==> src/design/a32dec_pkg.sv <==
package a32dec_pkg;

   // Instruction classes
   localparam logic [4:0] CLS_BX       = 5'd0;
   localparam logic [4:0] CLS_SWP      = 5'd1;
   localparam logic [4:0] CLS_MUL      = 5'd2;
   localparam logic [4:0] CLS_MULL     = 5'd3;
   localparam logic [4:0] CLS_CDP      = 5'd4;
   localparam logic [4:0] CLS_MRC_MCR  = 5'd5;
   localparam logic [4:0] CLS_SWI      = 5'd6;
   localparam logic [4:0] CLS_HALF     = 5'd7;
   localparam logic [4:0] CLS_BLOCK    = 5'd8;
   localparam logic [4:0] CLS_BRANCH   = 5'd9;
   localparam logic [4:0] CLS_LDC_STC  = 5'd10;
   localparam logic [4:0] CLS_DATAPROC = 5'd11;
   localparam logic [4:0] CLS_LDR_STR  = 5'd12;
   localparam logic [4:0] CLS_NOP      = 5'd13;
   localparam logic [4:0] CLS_MRS      = 5'd14;
   localparam logic [4:0] CLS_MSR      = 5'd15;
   localparam logic [4:0] CLS_MOVW     = 5'd16;

   // Shift kinds
   localparam logic [3:0] SHK_LSR_IMM = 4'd2;
   localparam logic [3:0] SHK_ASR_IMM = 4'd4;
   localparam logic [3:0] SHK_ROR_IMM = 4'd6;
   localparam logic [3:0] SHK_RRX     = 4'd8;

   // Mask / match pairs of the class chain
   localparam logic [31:0] BX_MASK    = 32'h0fff_ffd0;
   localparam logic [31:0] BX_MATCH   = 32'h012f_ff10;
   localparam logic [31:0] SWP_MASK   = 32'h0fb0_0ff0;
   localparam logic [31:0] SWP_MATCH  = 32'h0100_0090;
   localparam logic [31:0] MUL_MASK   = 32'h0fc0_00f0;
   localparam logic [31:0] MUL_MATCH  = 32'h0000_0090;
   localparam logic [31:0] MULL_MASK  = 32'h0f80_00f0;
   localparam logic [31:0] MULL_MATCH = 32'h0080_0090;
   localparam logic [31:0] CP_MASK    = 32'h0f00_0010;
   localparam logic [31:0] CDP_MATCH  = 32'h0e00_0000;
   localparam logic [31:0] MRC_MATCH  = 32'h0e00_0010;
   localparam logic [31:0] SWI_MASK   = 32'h0f00_0000;
   localparam logic [31:0] SWI_MATCH  = 32'h0f00_0000;
   localparam logic [31:0] HALF_MASK  = 32'h0e00_0090;
   localparam logic [31:0] HALF_MATCH = 32'h0000_0090;
   localparam logic [31:0] TOP3_MASK  = 32'h0e00_0000;
   localparam logic [31:0] BLK_MATCH  = 32'h0800_0000;
   localparam logic [31:0] BR_MATCH   = 32'h0a00_0000;
   localparam logic [31:0] LDC_MATCH  = 32'h0c00_0000;
   localparam logic [31:0] DP_MASK    = 32'h0c00_0000;
   localparam logic [31:0] DP_MATCH   = 32'h0000_0000;
   localparam logic [31:0] NOP_WORD   = 32'he1a0_0000;
   localparam logic [31:0] MRS_MASK   = 32'h0fbf_0fff;
   localparam logic [31:0] MRS_MATCH  = 32'h010f_0000;
   localparam logic [31:0] MSR_MASK   = 32'h0db0_f000;
   localparam logic [31:0] MSR_MATCH  = 32'h0120_f000;
   localparam logic [31:0] MOVW_MASK  = 32'h0fb0_0000;
   localparam logic [31:0] MOVW_MATCH = 32'h0300_0000;

   // Valid msr field masks
   localparam logic [3:0] MSR_FM_CF = 4'd9;
   localparam logic [3:0] MSR_FM_F  = 4'd8;
   localparam logic [3:0] MSR_FM_C  = 4'd1;

   typedef struct packed {
      logic        recognized;
      logic [4:0]  insn_class;
      logic [3:0]  cond_code;
      logic [3:0]  opcode;
      logic [3:0]  reg_dest;
      logic [3:0]  reg_base;
      logic [3:0]  reg_second;
      logic [3:0]  reg_shift;
      logic [31:0] operand_value;
      logic [5:0]  flag_bits;
      logic [3:0]  shift_kind;
      logic [5:0]  shift_amount;
   } dec_result_type;

endpackage

==> src/design/arm32_instruction_decoder_unit.sv <==
// Channel  Dir  Bits of tdata / tuser           Carries
// req      in   tdata 64                        instruction word and its fetch address
// rsp      out  tdata 72, tuser 6               decoded fields; tuser holds status and class
//
// One beat in, one beat out. A word passes through the input register and then
// the result register, and the pipe takes a new beat every cycle while the
// result side keeps up.
// The decode itself is one pass of mask/match logic between those registers.
// reset (synchronous) empties both registers; payloads are not cleared.
// A stall on rsp holds the result register and backs up into the input
// register; req_tready drops only when both stages are full and stalled.
module arm32_instruction_decoder_unit
   import a32dec_pkg::*;
(
   input  logic        clock,
   input  logic        reset,

   input  logic        req_tvalid,
   output logic        req_tready,
   input  logic [63:0] req_tdata,   // [31:0] insn_word, [63:32] fetch_address

   output logic        rsp_tvalid,
   input  logic        rsp_tready,
   output logic [71:0] rsp_tdata,   // [3:0] cond_code, [7:4] opcode, [11:8] reg_dest,
                                    // [15:12] reg_base, [19:16] reg_second,
                                    // [23:20] reg_shift, [55:24] operand_value,
                                    // [61:56] flag_bits, [65:62] shift_kind,
                                    // [71:66] shift_amount
   output logic [5:0]  rsp_tuser    // [0] recognized, [5:1] insn_class
);

   // Input stage
   logic           in_valid_ff, in_valid_in;
   logic [31:0]    in_word_ff;
   logic [31:0]    in_addr_ff;

   // Result stage
   logic           out_valid_ff, out_valid_in;
   dec_result_type out_res_ff;
   dec_result_type dec_res;

   logic req_beat;
   logic advance;

   // Input stage moves on when the result register is empty or being drained
   assign advance    = in_valid_ff && (!out_valid_ff || rsp_tready);
   assign req_tready = !in_valid_ff || advance;
   assign req_beat   = req_tvalid && req_tready;

   assign in_valid_in  = req_beat ? 1'b1 : (advance ? 1'b0 : in_valid_ff);
   assign out_valid_in = advance ? 1'b1 : (rsp_tready ? 1'b0 : out_valid_ff);

   always_ff @(posedge clock) begin
      if (reset) begin
         in_valid_ff  <= 1'b0;
         out_valid_ff <= 1'b0;
      end else begin
         in_valid_ff  <= in_valid_in;
         out_valid_ff <= out_valid_in;
      end
   end

   always_ff @(posedge clock) begin
      if (req_beat) begin
         in_word_ff <= req_tdata[31:0];
         in_addr_ff <= req_tdata[63:32];
      end
   end

   a32dec_decode u_decode (
      .insn_word     (in_word_ff),
      .fetch_address (in_addr_ff),
      .result        (dec_res)
   );

   always_ff @(posedge clock) begin
      if (advance) begin
         out_res_ff <= dec_res;
      end
   end

   assign rsp_tvalid = out_valid_ff;
   assign rsp_tuser  = {out_res_ff.insn_class, out_res_ff.recognized};
   assign rsp_tdata  = {out_res_ff.shift_amount,
                        out_res_ff.shift_kind,
                        out_res_ff.flag_bits,
                        out_res_ff.operand_value,
                        out_res_ff.reg_shift,
                        out_res_ff.reg_second,
                        out_res_ff.reg_base,
                        out_res_ff.reg_dest,
                        out_res_ff.opcode,
                        out_res_ff.cond_code};

endmodule

==> src/design/a32dec_decode.sv <==
module a32dec_decode
   import a32dec_pkg::*;
(
   input  logic [31:0]    insn_word,
   input  logic [31:0]    fetch_address,
   output dec_result_type result
);

   logic [31:0] rot_imm;
   logic [63:0] rot_pair;
   logic [4:0]  rot_amt;
   logic [31:0] br_offset;
   logic [3:0]  sh_kind;
   logic [5:0]  sh_amt;
   logic [2:0]  sh_type;
   logic [4:0]  sh_field;

   assign rot_amt  = {insn_word[11:8], 1'b0};
   assign rot_pair = {24'd0, insn_word[7:0], 24'd0, insn_word[7:0]} >> rot_amt;
   assign rot_imm  = rot_pair[31:0] | rot_pair[63:32];

   assign br_offset = {{6{insn_word[23]}}, insn_word[23:0], 2'b00};

   // Shifter operand: odd types are register shifts with no amount
   assign sh_type  = insn_word[6:4];
   assign sh_field = insn_word[11:7];
   always_comb begin
      sh_kind = {1'b0, sh_type};
      sh_amt  = 6'd0;
      if (!sh_type[0]) begin
         if (sh_kind == SHK_ROR_IMM && sh_field == 5'd0) begin
            sh_kind = SHK_RRX;
         end else if ((sh_kind == SHK_LSR_IMM || sh_kind == SHK_ASR_IMM) &&
                      sh_field == 5'd0) begin
            sh_amt = 6'd32;
         end else begin
            sh_amt = {1'b0, sh_field};
         end
      end
   end

   always_comb begin
      result               = '0;
      result.recognized    = 1'b1;
      result.cond_code     = insn_word[31:28];
      result.reg_dest      = insn_word[15:12];
      result.reg_base      = insn_word[19:16];
      result.reg_second    = insn_word[3:0];
      result.reg_shift     = insn_word[11:8];
      result.flag_bits     = insn_word[25:20];

      if ((insn_word & BX_MASK) == BX_MATCH) begin
         result.insn_class = CLS_BX;
      end else if ((insn_word & SWP_MASK) == SWP_MATCH) begin
         result.insn_class = CLS_SWP;
      end else if ((insn_word & MUL_MASK) == MUL_MATCH) begin
         result.insn_class = CLS_MUL;
         result.reg_dest   = insn_word[19:16];
         result.reg_base   = insn_word[15:12];
      end else if ((insn_word & MULL_MASK) == MULL_MATCH) begin
         result.insn_class = CLS_MULL;
      end else if ((insn_word & CP_MASK) == CDP_MATCH) begin
         result.insn_class = CLS_CDP;
         result.opcode     = insn_word[23:20];
      end else if ((insn_word & CP_MASK) == MRC_MATCH) begin
         result.insn_class = CLS_MRC_MCR;
         result.opcode     = {1'b0, insn_word[23:21]};
      end else if ((insn_word & SWI_MASK) == SWI_MATCH) begin
         result.insn_class    = CLS_SWI;
         result.operand_value = {8'd0, insn_word[23:0]};
      end else if ((insn_word & HALF_MASK) == HALF_MATCH) begin
         result.insn_class = CLS_HALF;
         result.opcode     = {2'b00, insn_word[6:5]};
         if (insn_word[22]) begin
            result.operand_value = {24'd0, insn_word[11:8], insn_word[3:0]};
         end
      end else if ((insn_word & TOP3_MASK) == BLK_MATCH) begin
         result.insn_class    = CLS_BLOCK;
         result.operand_value = {16'd0, insn_word[15:0]};
      end else if ((insn_word & TOP3_MASK) == BR_MATCH) begin
         result.insn_class    = CLS_BRANCH;
         result.operand_value = fetch_address + 32'd8 + br_offset;
      end else if ((insn_word & TOP3_MASK) == LDC_MATCH) begin
         result.insn_class    = CLS_LDC_STC;
         result.operand_value = {24'd0, insn_word[7:0]};
      end else if ((insn_word & DP_MASK) == DP_MATCH) begin
         if (insn_word == NOP_WORD) begin
            result.insn_class = CLS_NOP;
         end else if ((insn_word & MRS_MASK) == MRS_MATCH) begin
            result.insn_class = CLS_MRS;
         end else if ((insn_word & MSR_MASK) == MSR_MATCH) begin
            result.insn_class = CLS_MSR;
            result.opcode     = insn_word[19:16];
            if (insn_word[19:16] != MSR_FM_CF && insn_word[19:16] != MSR_FM_F &&
                insn_word[19:16] != MSR_FM_C) begin
               result.recognized = 1'b0;
            end
            if (insn_word[25]) begin
               result.operand_value = rot_imm;
            end else if (insn_word[11:4] != 8'd0) begin
               result.recognized = 1'b0;
            end
         end else if (!insn_word[25]) begin
            result.insn_class   = CLS_DATAPROC;
            result.opcode       = insn_word[24:21];
            result.shift_kind   = sh_kind;
            result.shift_amount = sh_amt;
         end else if ((insn_word & MOVW_MASK) == MOVW_MATCH) begin
            result.insn_class    = CLS_MOVW;
            result.operand_value = {16'd0, insn_word[19:16], insn_word[11:0]};
         end else begin
            result.insn_class    = CLS_DATAPROC;
            result.opcode        = insn_word[24:21];
            result.operand_value = rot_imm;
         end
      end else begin
         result.insn_class = CLS_LDR_STR;
         if (insn_word[25]) begin
            result.shift_kind   = sh_kind;
            result.shift_amount = sh_amt;
         end else begin
            result.operand_value = {20'd0, insn_word[11:0]};
         end
      end
   end

endmodule
==> config.mk <==
export PLATFORM = sky130hd
export DESIGN_NAME = arm32_instruction_decoder_unit
export DESIGN_NICKNAME = d
export VERILOG_FILES = /design/src/design/a32dec_pkg.sv /design/src/design/arm32_instruction_decoder_unit.sv /design/src/design/a32dec_decode.sv
export SDC_FILE = /design/constraint.sdc
export NUM_CORES = 1
export LEC_CHECK = 0
export BUFFER_PORTS_ARGS = -buffer_cell sky130_fd_sc_hd__buf_2
export CAP_MARGIN = 10
export CORE_ASPECT_RATIO = 1.5
export CORE_UTILIZATION = 51
export DETAILED_ROUTE_END_ITERATION = 8
export GPL_ROUTABILITY_DRIVEN = 0
export PLACE_DENSITY = 0.79
export SYNTH_ARGS = -nofsm -noshare
export SYNTH_HDL_FRONTEND = slang
export SYNTH_SLANG_ARGS = --single-unit
==> constraint.sdc <==
create_clock -name clock -period 4.63 [get_ports clock]
set_clock_uncertainty 0.1 [all_clocks]
set_input_delay 0.6945 -clock clock [delete_from_list [all_inputs] [get_ports clock]]
set_output_delay 0.6945 -clock clock [all_outputs]
set_load 0.02 [all_outputs]
==> results of run 1 <==
-- metrics by stage --
step / total power, mW / cell area, um^2
detailed placement: 2.212 / 9087
finish: 3.567 / 9678
CTS: 3.566 / 9678
global placement: 2.202 / 9087
floorplan: 2.025 / 8128
global route: 3.685 / 9678
-- layout by cell type, fill, tap and decap left out, types with 5 or more instances in the layout --
cell type	count
a211oi_1	9
a21o_1	14
a21oi_1	51
a22oi_1	13
a31oi_1	8
and2_1	5
and3_1	5
buf_2	147
buf_4	10
clkbuf_16	17
edfxtp_1	142
ha_1	57
inv_1	18
inv_6	5
mux2_2	14
mux2i_1	5
nand2_1	64
nand2b_1	5
nand3_1	14
nand4_1	5
nor2_1	56
nor2b_1	7
nor3_1	13
nor4_1	5
o21a_1	7
o21ai_0	52
o21bai_1	7
o221ai_1	6
o22ai_1	16
xnor2_1	14
xor2_1	13
-- metal layers --
metal	up-vias	routed length, um
met1	3085	7417
met3	105	1630
li1	3083	-
met5	-	0
met4	0	1377
met2	420	10540
-- cell usage after synthesis, drive strengths merged (15+ instances only) --
library cell    n  share of area
o22ai          16          0.012
inv            19         0.0088
edfxtp        142           0.52
o21ai          54          0.033
nor2           56          0.026
nand2          64          0.030
nor3           15          0.010
a21oi          51          0.031
ha             57          0.088
clkbuf         15         0.0069
-- worst register-to-register path, delay by kind of cell, from the launching register on --
family | cells | cell delay, ns
adder cells (fa/ha/maj) | 3 | 0.93
buffers and inverters | 2 | 0.13
AO/OA/AOI/OAI | 7 | 1.51
XOR/XNOR | 1 | 0.16
flip-flops | 1 | 0.47
-- power breakdown --
group          internal (mW)  total [mW]  switching [mW]  leakage [nW]
logic                  0.245       0.628           0.383          2.20
clock network          0.766        1.37           0.601         0.290
registers               1.52        1.57          0.0510          1.36
-- registers in the layout, summed over array words and instances, names as in the netlist --
name and count:
rsp_tdata 72, in_valid_ff 1, in_word_ff 32, rsp_tuser 6
rsp_tvalid 1, in_addr_ff 32
-- area by class of cell --
class                      count  area [um^2]  share of cell area
timing repair buffer         158        830.8             0.08584
clock inverter                15        165.2             0.01707
tap                          203        254.0             0.02624
inverter                      20        75.07            0.007757
clock buffer                  17        425.4             0.04396
sequential                   144         4304              0.4447
multi-input combinational    527         3623              0.3744
-- final timing paths --
check | slack, ns | to | startpoint
worst max register to register | 1.03 | rsp_tdata[55] | in_word_ff[1]
worst max-delay path | 1.03 | rsp_tdata[55] | in_word_ff[1]
worst min-delay path | 0.32 | rsp_tvalid | reset
worst min register to register | 0.35 | rsp_tdata[0] | in_word_ff[28]
-- kinds of logic (layout without fill, tap and decap cells) --
| kind of cell | Yosys count | after routing |
|---|---|---|
| XOR/XNOR | 27 | 27 |
| AO/OA/AOI/OAI | 216 | 216 |
| multiplexers | 19 | 19 |
| adder cells (fa/ha/maj) | 58 | 58 |
| buffers and inverters | 48 | 210 |
| AND/OR/NAND/NOR | 207 | 207 |
| flip-flops | 144 | 144 |
==> results.md, run 1 <==
- Antenna Cells: 0
- Routed vias: 6,693
- Max VDD drop: 0.0002397 V
- Final Max Tran Viols: 0
- Mux cell area share after synthesis: 0.02556
- Fmax: 277.8 MHz
- Met1 usage: 0.2922
- I/O Buffers: 147
- Min Tclk post-route: 3.599 ns
- Root Driver: clkbuf_16
- Critical Path End Type: flop
- Crit-path slowest cell: edfxtp_1
- Die Y: 156.6 um
- Crit path DAT: 3.65 ns
- Synth warn: 0
- First-pass GRT wire length: 31.87 mm
- Antenna Nets Post-Route: 0
- DPL Wire Length: 14.98 mm
- Clk slew on worst S/H paths: 0.07 ns
- Cell area power density: 368.5 nW/um^2
- Final Core Density: 0.6194
- CP top delay family: compound AO/OA/AOI/OAI gates
- Drt drc: 0
- Share of synthesized flip-flops with an asynchronous set or reset: 0
- Final std cells w/o fill: 1,084
- Setup Viol. Count Final: 0
- Worst reg2reg path depth: 13
- Largest net degree at the start of global routing: 65
- Largest family of logic cells by synthesized area: compound AO/OA/AOI/OAI gates
- Xor and xnor fraction of the mapped netlist area: 0.02910
- GRT Resource Usage Total: 0.2583
- Slowest Stage Delay on Critical Path: 0.47 ns
- Req. time, crit path: 4.68 ns
- CTS sink cnt: 144
- Post-synthesis cell type count: 70
- Die Wd: 105.1 um
- Hold_ws: 0.3204 ns
- Clock Path Buffers: 2
- Via count of the first global-routing pass: 6,186
- Startpoint type of the worst setup path: flop
- Placement Setup Slack: 1.082 ns
- Post-synthesis average cell area: 11.30 um^2
- DR iter-0 viols: 648
- Seq/Total Area, Yosys: 0.5297
- Crit path kind: flop to flop
- Post-synthesis compound-gate area fraction: 0.1711
- WL/cell: 19.34 um
- Met2 usage: 0.4437
- Post-synth top flop: edfxtp_1
- GRT met3 Usage: 0.04623
- Worst hold path type: input port to flop
- CP bufs+invs: 2
- Synth Instances: 719
- Post-CTS setup buffers: 0
- Final hold vios: 0
- DR pass1 iterations: 7
- Synthesized cell area: 8125 um^2
- Static Leak: 3.853 nW
- Period utilisation layout: 0.7774
- Gr ovfl total: 0
- Htree depth: 4
- CTS tree: done
- WP depth: 13
- Final Net Count: 994
- Filler instances: 1,216
- Post-cts resize count: 0
- Vias per cell: 6.174
- Fin Setup TNS: 0 ns
- Share of cells above drive strength 1: 0.2531
- Antenna violations before repair: 0
- Core area: 15,630 um^2
- Top cell by count, worst path: a211oi_1
- Worst skew pair latency: 0.44 ns
- Die ar.: 16,450 um^2
- Synth Register Bits: 144
- Post-synth EDFFs: 142
- Post-Synth Adder-Cell Area: 0.09024
- Row count: 56
- Outcome: finished clean
- Count of hold-fix buffers inserted at cts: 0
- IO Pins: 148
- Global route hottest layer: met2
- CP Cell Sequence: inv_1, ha_1, inv_1, ha_1, fa_1, a211oi_1, o21bai_1, a211oi_1, o21a_1, o31ai_1, a211oi_1, xnor2_1, o22ai_1
- Syn Nets: 845
- Final wirelength: 20.97 mm
- RSZ-0062 raised after global routing: false
- Simple-Gate Fraction of Synth Area: 0.1281
- Placed cells: 1,052
- Effective utilization at floorplan: 0.5200
- Worst Hold Depth: 2
- Rel. slew slack: 0.3457
- Worst Path Max Fanout: 7
- Slew @ Worst Pin: 0.9793 ns
- TritonCTS Buffers: 17
- Max-Cap Viols: 0
- Setup ws final: 1.031 ns
- Layout area overhead: 19.11%
(Power assumes the default switching activity.)
==> inputs of run 2 (changes only) <==
- clock period: 4.63 -> 2.9 ns (I/O delays scaled with it)
==> run 2 against run 1 <==
The run now ends with negative setup slack left. Combinational power increased by 99%. Die area is the same. Fmax increased by 20%. Critical path depth stayed put. Clock-buffer cell count is 1 higher. Largest power group unchanged. Design area increased by 8.0%. Hold slack lost 0.26 ns. Largest cell class unchanged. Sequential share of layout area shrank 3.3 points. Setup slack got worse by 1.1 ns. Via count increased by 4.5%. Final cell count grew 6.9%. Sequential cell count is the same.
==> results.md, run 2 (same netlist as run 1, synthesis figures left out) <==
- Outcome: finished, violations left (was finished clean)
- Violated checks: negative setup slack
- Placed cells: 1,119 (was 1,052)
- I/O Buffers: 147 (unchanged)
- IO Pins: 148 (unchanged)
- DR pass1 iterations: 6 (was 7)
- Die Y: 156.6 um (unchanged)
- Final Max Tran Viols: 0 (unchanged)
- Min Tclk post-route: 3.002 ns (was 3.599 ns)
- Core area: 15,630 um^2 (unchanged)
- Internal: 4.277 mW (was 2.532 mW)
- DR iter-0 viols: 627 (was 648)
- Effective utilization at floorplan: 0.5200 (unchanged)
- Rel. slew slack: 0.5196 (was 0.3457)
- Final hold vios: 0 (unchanged)
- Hold_ws: 0.06304 ns (was 0.3204 ns)
- Clk slew on worst S/H paths: 0.07 ns (about the same)
- Slew @ Worst Pin: 0.7180 ns (was 0.9793 ns)
- Htree depth: 4 (unchanged)
- Critical Path End Type: flop (unchanged)
- Sw Share: 0.2865 (was 0.2901)
- Fmax: 333.1 MHz (was 277.8 MHz)
- Combinational fraction of design power: 0.208 (was 0.176)
- Routed vias: 6,993 (was 6,693)
- Setup ws final: -0.1024 ns (was 1.031 ns)
- Die ar.: 16,450 um^2 (unchanged)
- Largest net degree at the start of global routing: 57 (was 65)
- TritonCTS Buffers: 17 (unchanged)
- Switching power: 1.718 mW (was 1.035 mW)
- Root Driver: clkbuf_16 (unchanged)
- Max-Cap Viols: 0 (unchanged)
- Fin Setup TNS: -0.8917 ns (was 0 ns)
- RSZ-0062 raised after global routing: true (was false)
- Worst skew pair latency: 0.44 ns (about the same)
- Count of hold-fix buffers inserted at cts: 0 (unchanged)
- Final Net Count: 1,069 (was 994)
- Row count: 56 (unchanged)
- Sequential power share: 0.413 (was 0.441)
- Crit path kind: flop to flop (unchanged)
- Max VDD drop: 0.0004558 V (was 0.0002397 V)
- CTS tree: done (unchanged)
- Setup Viol. Count Final: 15 (was 0)
- Layout area overhead: 28.60% (was 19.11%)
- Flip-flop count of the largest register, all copies and words added: 72 (unchanged)
- DPL Wire Length: 16.50 mm (was 14.98 mm)
- Clock power frac: 0.379 (was 0.383)
- Worst Path Max Fanout: 3 (was 7)
- Static Leak: 4.258 nW (was 3.853 nW)
- WL/cell: 19.50 um (was 19.34 um)
- GRT Resource Usage Total: 0.2790 (was 0.2583)
- Filler instances: 1,179 (was 1,216)
- Final wirelength: 22.61 mm (was 20.97 mm)
- Final std cells w/o fill: 1,159 (was 1,084)
- Startpoint type of the worst setup path: flop (unchanged)
- Drt drc: 0 (unchanged)
- First-pass GRT wire length: 34.22 mm (was 31.87 mm)
- Vias per cell: 6.034 (was 6.174)
- CTS sink cnt: 144 (unchanged)
- Clock Path Buffers: 2 (unchanged)
- Antenna Nets Post-Route: 0 (unchanged)
- Most frequent cells in the layout: 147 x buf_2, 142 x edfxtp_1, 84 x buf_4 (was 147 x buf_2, 142 x edfxtp_1, 64 x nand2_1)
- Req. time, crit path: 2.95 ns (was 4.68 ns)
- Period utilisation layout: 1.035 (was 0.7774)
- Gr ovfl total: 0 (unchanged)
- Die Wd: 105.1 um (unchanged)
- Crit path DAT: 3.06 ns (was 3.65 ns)
- Most common cell after layout, fill and taps aside: buf_2 (unchanged)
- Antenna violations before repair: 0 (unchanged)
- Share of cells above drive strength 1: 0.3379 (was 0.2531)
- Via count of the first global-routing pass: 6,710 (was 6,186)
- Total power draw: 5.994 mW (was 3.567 mW)
- Cell area power density: 573.7 nW/um^2 (was 368.5 nW/um^2)
- Antenna Cells: 0 (unchanged)
- Worst hold path type: input port to flop (unchanged)
[run 2: cell types whose count changed in the layout (fill, tap and decap cells not counted), moves of 3 or more]
cell      previous run  this run
buf_4               10        84
o21ai_1              2         9
o21ai_2              0         3
ha_4                 0         6
a211oi_2             0         5
a211oi_1             9         4
ha_1                57        51
o21ai_0             52        42
[run 2: path summary, 6_finish.rpt]
check,startpoint,endpoint,slack (ns),depth (start not counted)
setup / recovery,in_word_ff[1],rsp_tdata[55],-0.10,13
hold / removal,reset,in_valid_ff,0.06,2
setup reg to reg,in_word_ff[1],rsp_tdata[55],-0.10,13
hold reg to reg,in_word_ff[28],rsp_tdata[0],0.35,0
[run 2: layout make-up]
class	count	area, um^2	share of cell area
repair buffers	233	1406	0.1346
inverters	20	75.07	0.007185
multi-input cells	527	3804	0.3640
clock inverters	14	166.4	0.01593
clock buffers	18	439.2	0.04203
flip-flops and latches	144	4304	0.4119
well taps	203	254.0	0.02431
[run 2: critical path: stages (launching register included)]
cell,delay (ns)
edfxtp_1,0.36
inv_2,0.06
ha_4,0.25
inv_2,0.04
ha_4,0.16
fa_2,0.34
a211oi_2,0.21
o21bai_1,0.12
a211oi_2,0.24
o21a_2,0.25
o31ai_4,0.11
a211oi_2,0.23
xnor2_1,0.14
o22ai_1,0.10
[run 2: per-stage QoR]
stage          setup slack, ns  utilization  area (um^2)
2_1_floorplan         -0.03372            -         8222
3_3_place_gp          -0.08922       0.6203         9692
3_5_place_dp           -0.1516       0.6203         9692
4_1_cts               -0.09167       0.6648        10390
5_1_grt                -0.2687       0.6687        10450
6_report               -0.1024       0.6687        10450
[run 2: per-layer routing]
metal	share of wire	vias up	wire, um	GRT usage
met5	0	-	0	0
met4	0.075	0	1691	0.2233
met3	0.067	124	1522	0.05664
met2	0.51	406	11540	0.4879
met1	0.35	3239	7848	0.2910
li1	-	3224	-	-
[run 2: power by group through the flow]
stage	logic, mW	registers [mW]	clock network, mW
global route	1.34	2.48	2.36
CTS	1.20	2.48	2.28
detailed placement	1.17	2.52	0
finish	1.25	2.47	2.27
global placement	1.15	2.52	0
floorplan	0.662	2.60	0
[run 2: repair_timing]
| item | CTS | global route |
|---|---|---|
| pin swaps | 23 | 4 |
| setup endpoints to repair | 12 | 20 |
| resized for setup | 13 | 14 |
| setup buffers | 5 | 3 |
==> inputs of run 3 (changes only) <==
- CORE_ASPECT_RATIO: 1.5 -> 1.1
==> run 3 against run 2 <==
Global-route usage increased by 0.56 points. The run still ends with negative setup slack left. Die area about the same. Routed wire length increased by 2.7%. Highest routed layer unchanged. Non-clock buffer count increased by 8. Fmax decreased by 3.3%. Utilization increased by 0.43 points. Total power decreased by 2.1%. Combinational power increased by 6%. Via count increased by 2.1%. First-iteration DRC count increased by 57%.
==> results.md, run 3 (same netlist as run 1, synthesis figures left out) <==
- Worst Path Max Fanout: 2 (was 3)
- Die ar.: 16,440 um^2 (was 16,450 um^2)
- Share of cells above drive strength 1: 0.3479 (was 0.3379)
- WL/cell: 19.96 um (was 19.50 um)
- Effective utilization at floorplan: 0.5204 (was 0.5200)
- Violated checks: negative setup slack (unchanged)
- Cell area power density: 558.2 nW/um^2 (was 573.7 nW/um^2)
- Flip-flop count of the largest register, all copies and words added: 72 (unchanged)
- Most frequent cells in the layout: 147 x buf_2, 142 x edfxtp_1, 89 x buf_4 (was 147 x buf_2, 142 x edfxtp_1, 84 x buf_4)
- Setup Viol. Count Final: 15 (unchanged)
- Met2 usage: 0.4591 (was 0.4879)
- Routed vias: 7,139 (was 6,993)
- Req. time, crit path: 2.97 ns (was 2.95 ns)
- CTS sink cnt: 144 (unchanged)
- Crit path DAT: 3.17 ns (was 3.06 ns)
- Filler instances: 1,182 (was 1,179)
- Final wirelength: 23.22 mm (was 22.61 mm)
- Critical Path End Type: flop (unchanged)
- DR iter-0 viols: 983 (was 627)
- Row count: 48 (was 56)
- IO Pins: 148 (unchanged)
- Antenna Nets Post-Route: 0 (unchanged)
- GRT Resource Usage Total: 0.2845 (was 0.2790)
- Largest net degree at the start of global routing: 79 (was 57)
- I/O Buffers: 147 (unchanged)
- Fmax: 322.0 MHz (was 333.1 MHz)
- Count of hold-fix buffers inserted at cts: 0 (unchanged)
- Met1 usage: 0.3453 (was 0.2910)
- Total power draw: 5.866 mW (was 5.994 mW)
- Final Max Tran Viols: 0 (unchanged)
- Worst hold path type: input port to flop (unchanged)
- CTS tree: done (unchanged)
- Fin Setup TNS: -1.826 ns (was -0.8917 ns)
- TritonCTS Buffers: 17 (unchanged)
- DR pass1 iterations: 9 (was 6)
- Die Wd: 122.3 um (was 105.1 um)
- Slew @ Worst Pin: 0.8973 ns (was 0.7180 ns)
- First-pass GRT wire length: 34.78 mm (was 34.22 mm)
- GRT met3 Usage: 0.06250 (was 0.05664)
- Rel. slew slack: 0.4018 (was 0.5196)
- Outcome: finished, violations left (unchanged)
- Antenna Cells: 0 (unchanged)
- Clock Path Buffers: 2 (unchanged)
- Global route hottest layer: met2 (unchanged)
- DPL Wire Length: 16.38 mm (was 16.50 mm)
- Final Core Density: 0.6730 (was 0.6687)
- Antenna violations before repair: 0 (unchanged)
- Drt drc: 0 (unchanged)
- Max-Cap Viols: 0 (unchanged)
- Most common cell after layout, fill and taps aside: buf_2 (unchanged)
- Vias per cell: 6.138 (was 6.034)
- Min Tclk post-route: 3.105 ns (was 3.002 ns)
- Htree depth: 4 (unchanged)
- Setup ws final: -0.2054 ns (was -0.1024 ns)
- Crit path kind: flop to flop (unchanged)
- Worst skew pair latency: 0.44 ns (about the same)
- Final hold vios: 0 (unchanged)
- Period utilisation layout: 1.071 (was 1.035)
- Final Net Count: 1,077 (was 1,069)
- Root Driver: clkbuf_16 (unchanged)
- Placement Setup Slack: -0.2001 ns (was -0.1516 ns)
- Startpoint type of the worst setup path: flop (unchanged)
- Gr ovfl total: 0 (unchanged)
- Max VDD drop: 0.0004565 V (was 0.0004558 V)
- RSZ-0062 raised after global routing: true (unchanged)
- Die Y: 134.4 um (was 156.6 um)
- Via count of the first global-routing pass: 6,698 (was 6,710)
- Clk slew on worst S/H paths: 0.06 ns (was 0.07 ns)
- Core area: 15,620 um^2 (was 15,630 um^2)
- Layout area overhead: 29.33% (was 28.60%)
- Static Leak: 4.266 nW (was 4.258 nW)
-- run 3: cell type report --
cell class / count / area (um^2) / area share
Sequential cell: 144 / 4304 / 0.4096
Multi-Input combinational cell: 527 / 3856 / 0.3669
Timing Repair Buffer: 241 / 1478 / 0.1406
Clock buffer: 19 / 432.9 / 0.04120
Tap cell: 200 / 250.2 / 0.02381
Clock inverter: 12 / 112.6 / 0.01072
Inverter: 20 / 75.07 / 0.007144
-- run 3: final timing paths --
path | startpoint | end | slack (ns) | cells after the start
max | in_word_ff[1] | rsp_tdata[42] | -0.21 | 14
min | reset | rsp_tvalid | 0.06 | 2
min reg2reg | in_word_ff[29] | rsp_tdata[1] | 0.35 | 0
max reg2reg | in_word_ff[1] | rsp_tdata[42] | -0.21 | 14
-- run 3: metal layers --
layer	routed length (um)	share of wire
met1	8676	0.37
met2	11280	0.49
met3	1864	0.080
met4	1394	0.060
met5	0	0
-- run 3: repair_timing --
item / 4_1_cts / 5_1_grt
resized for setup: 23 / 19
hold endpoints to repair: 0 / 0
pin swaps: 32 / 19
setup buffers: 7 / 5
endpoints found under the setup margin: 17 / 22
-- run 3: where the power goes --
part	switching, mW	internal (mW)
Combinational	0.758	0.567
Clock	0.888	1.18
Sequential	0.0453	2.43
Total	1.69	4.17
-- run 3: metrics by stage --
step / cells / instance area [um^2] / hold slack [ns]
2_1_floorplan: 719 / 8222 / 0.3183
3_3_place_gp: 1121 / 9726 / 0.3213
3_5_place_dp: 1121 / 9726 / 0.3301
4_1_cts: 1159 / 10390 / 0.05180
5_1_grt: 1163 / 10510 / 0.05889
6_report: 1163 / 10510 / 0.06247
-- run 3: critical path, stage by stage, from the launching register on --
cell	delay (ns)
edfxtp_1	0.35
inv_2	0.06
ha_4	0.26
inv_2	0.04
ha_4	0.15
buf_4	0.13
a211o_1	0.34
a2111oi_4	0.39
buf_4	0.18
a21oi_1	0.04
a31oi_1	0.19
o21bai_1	0.12
a21boi_1	0.19
mux2i_1	0.20
o211ai_1	0.09
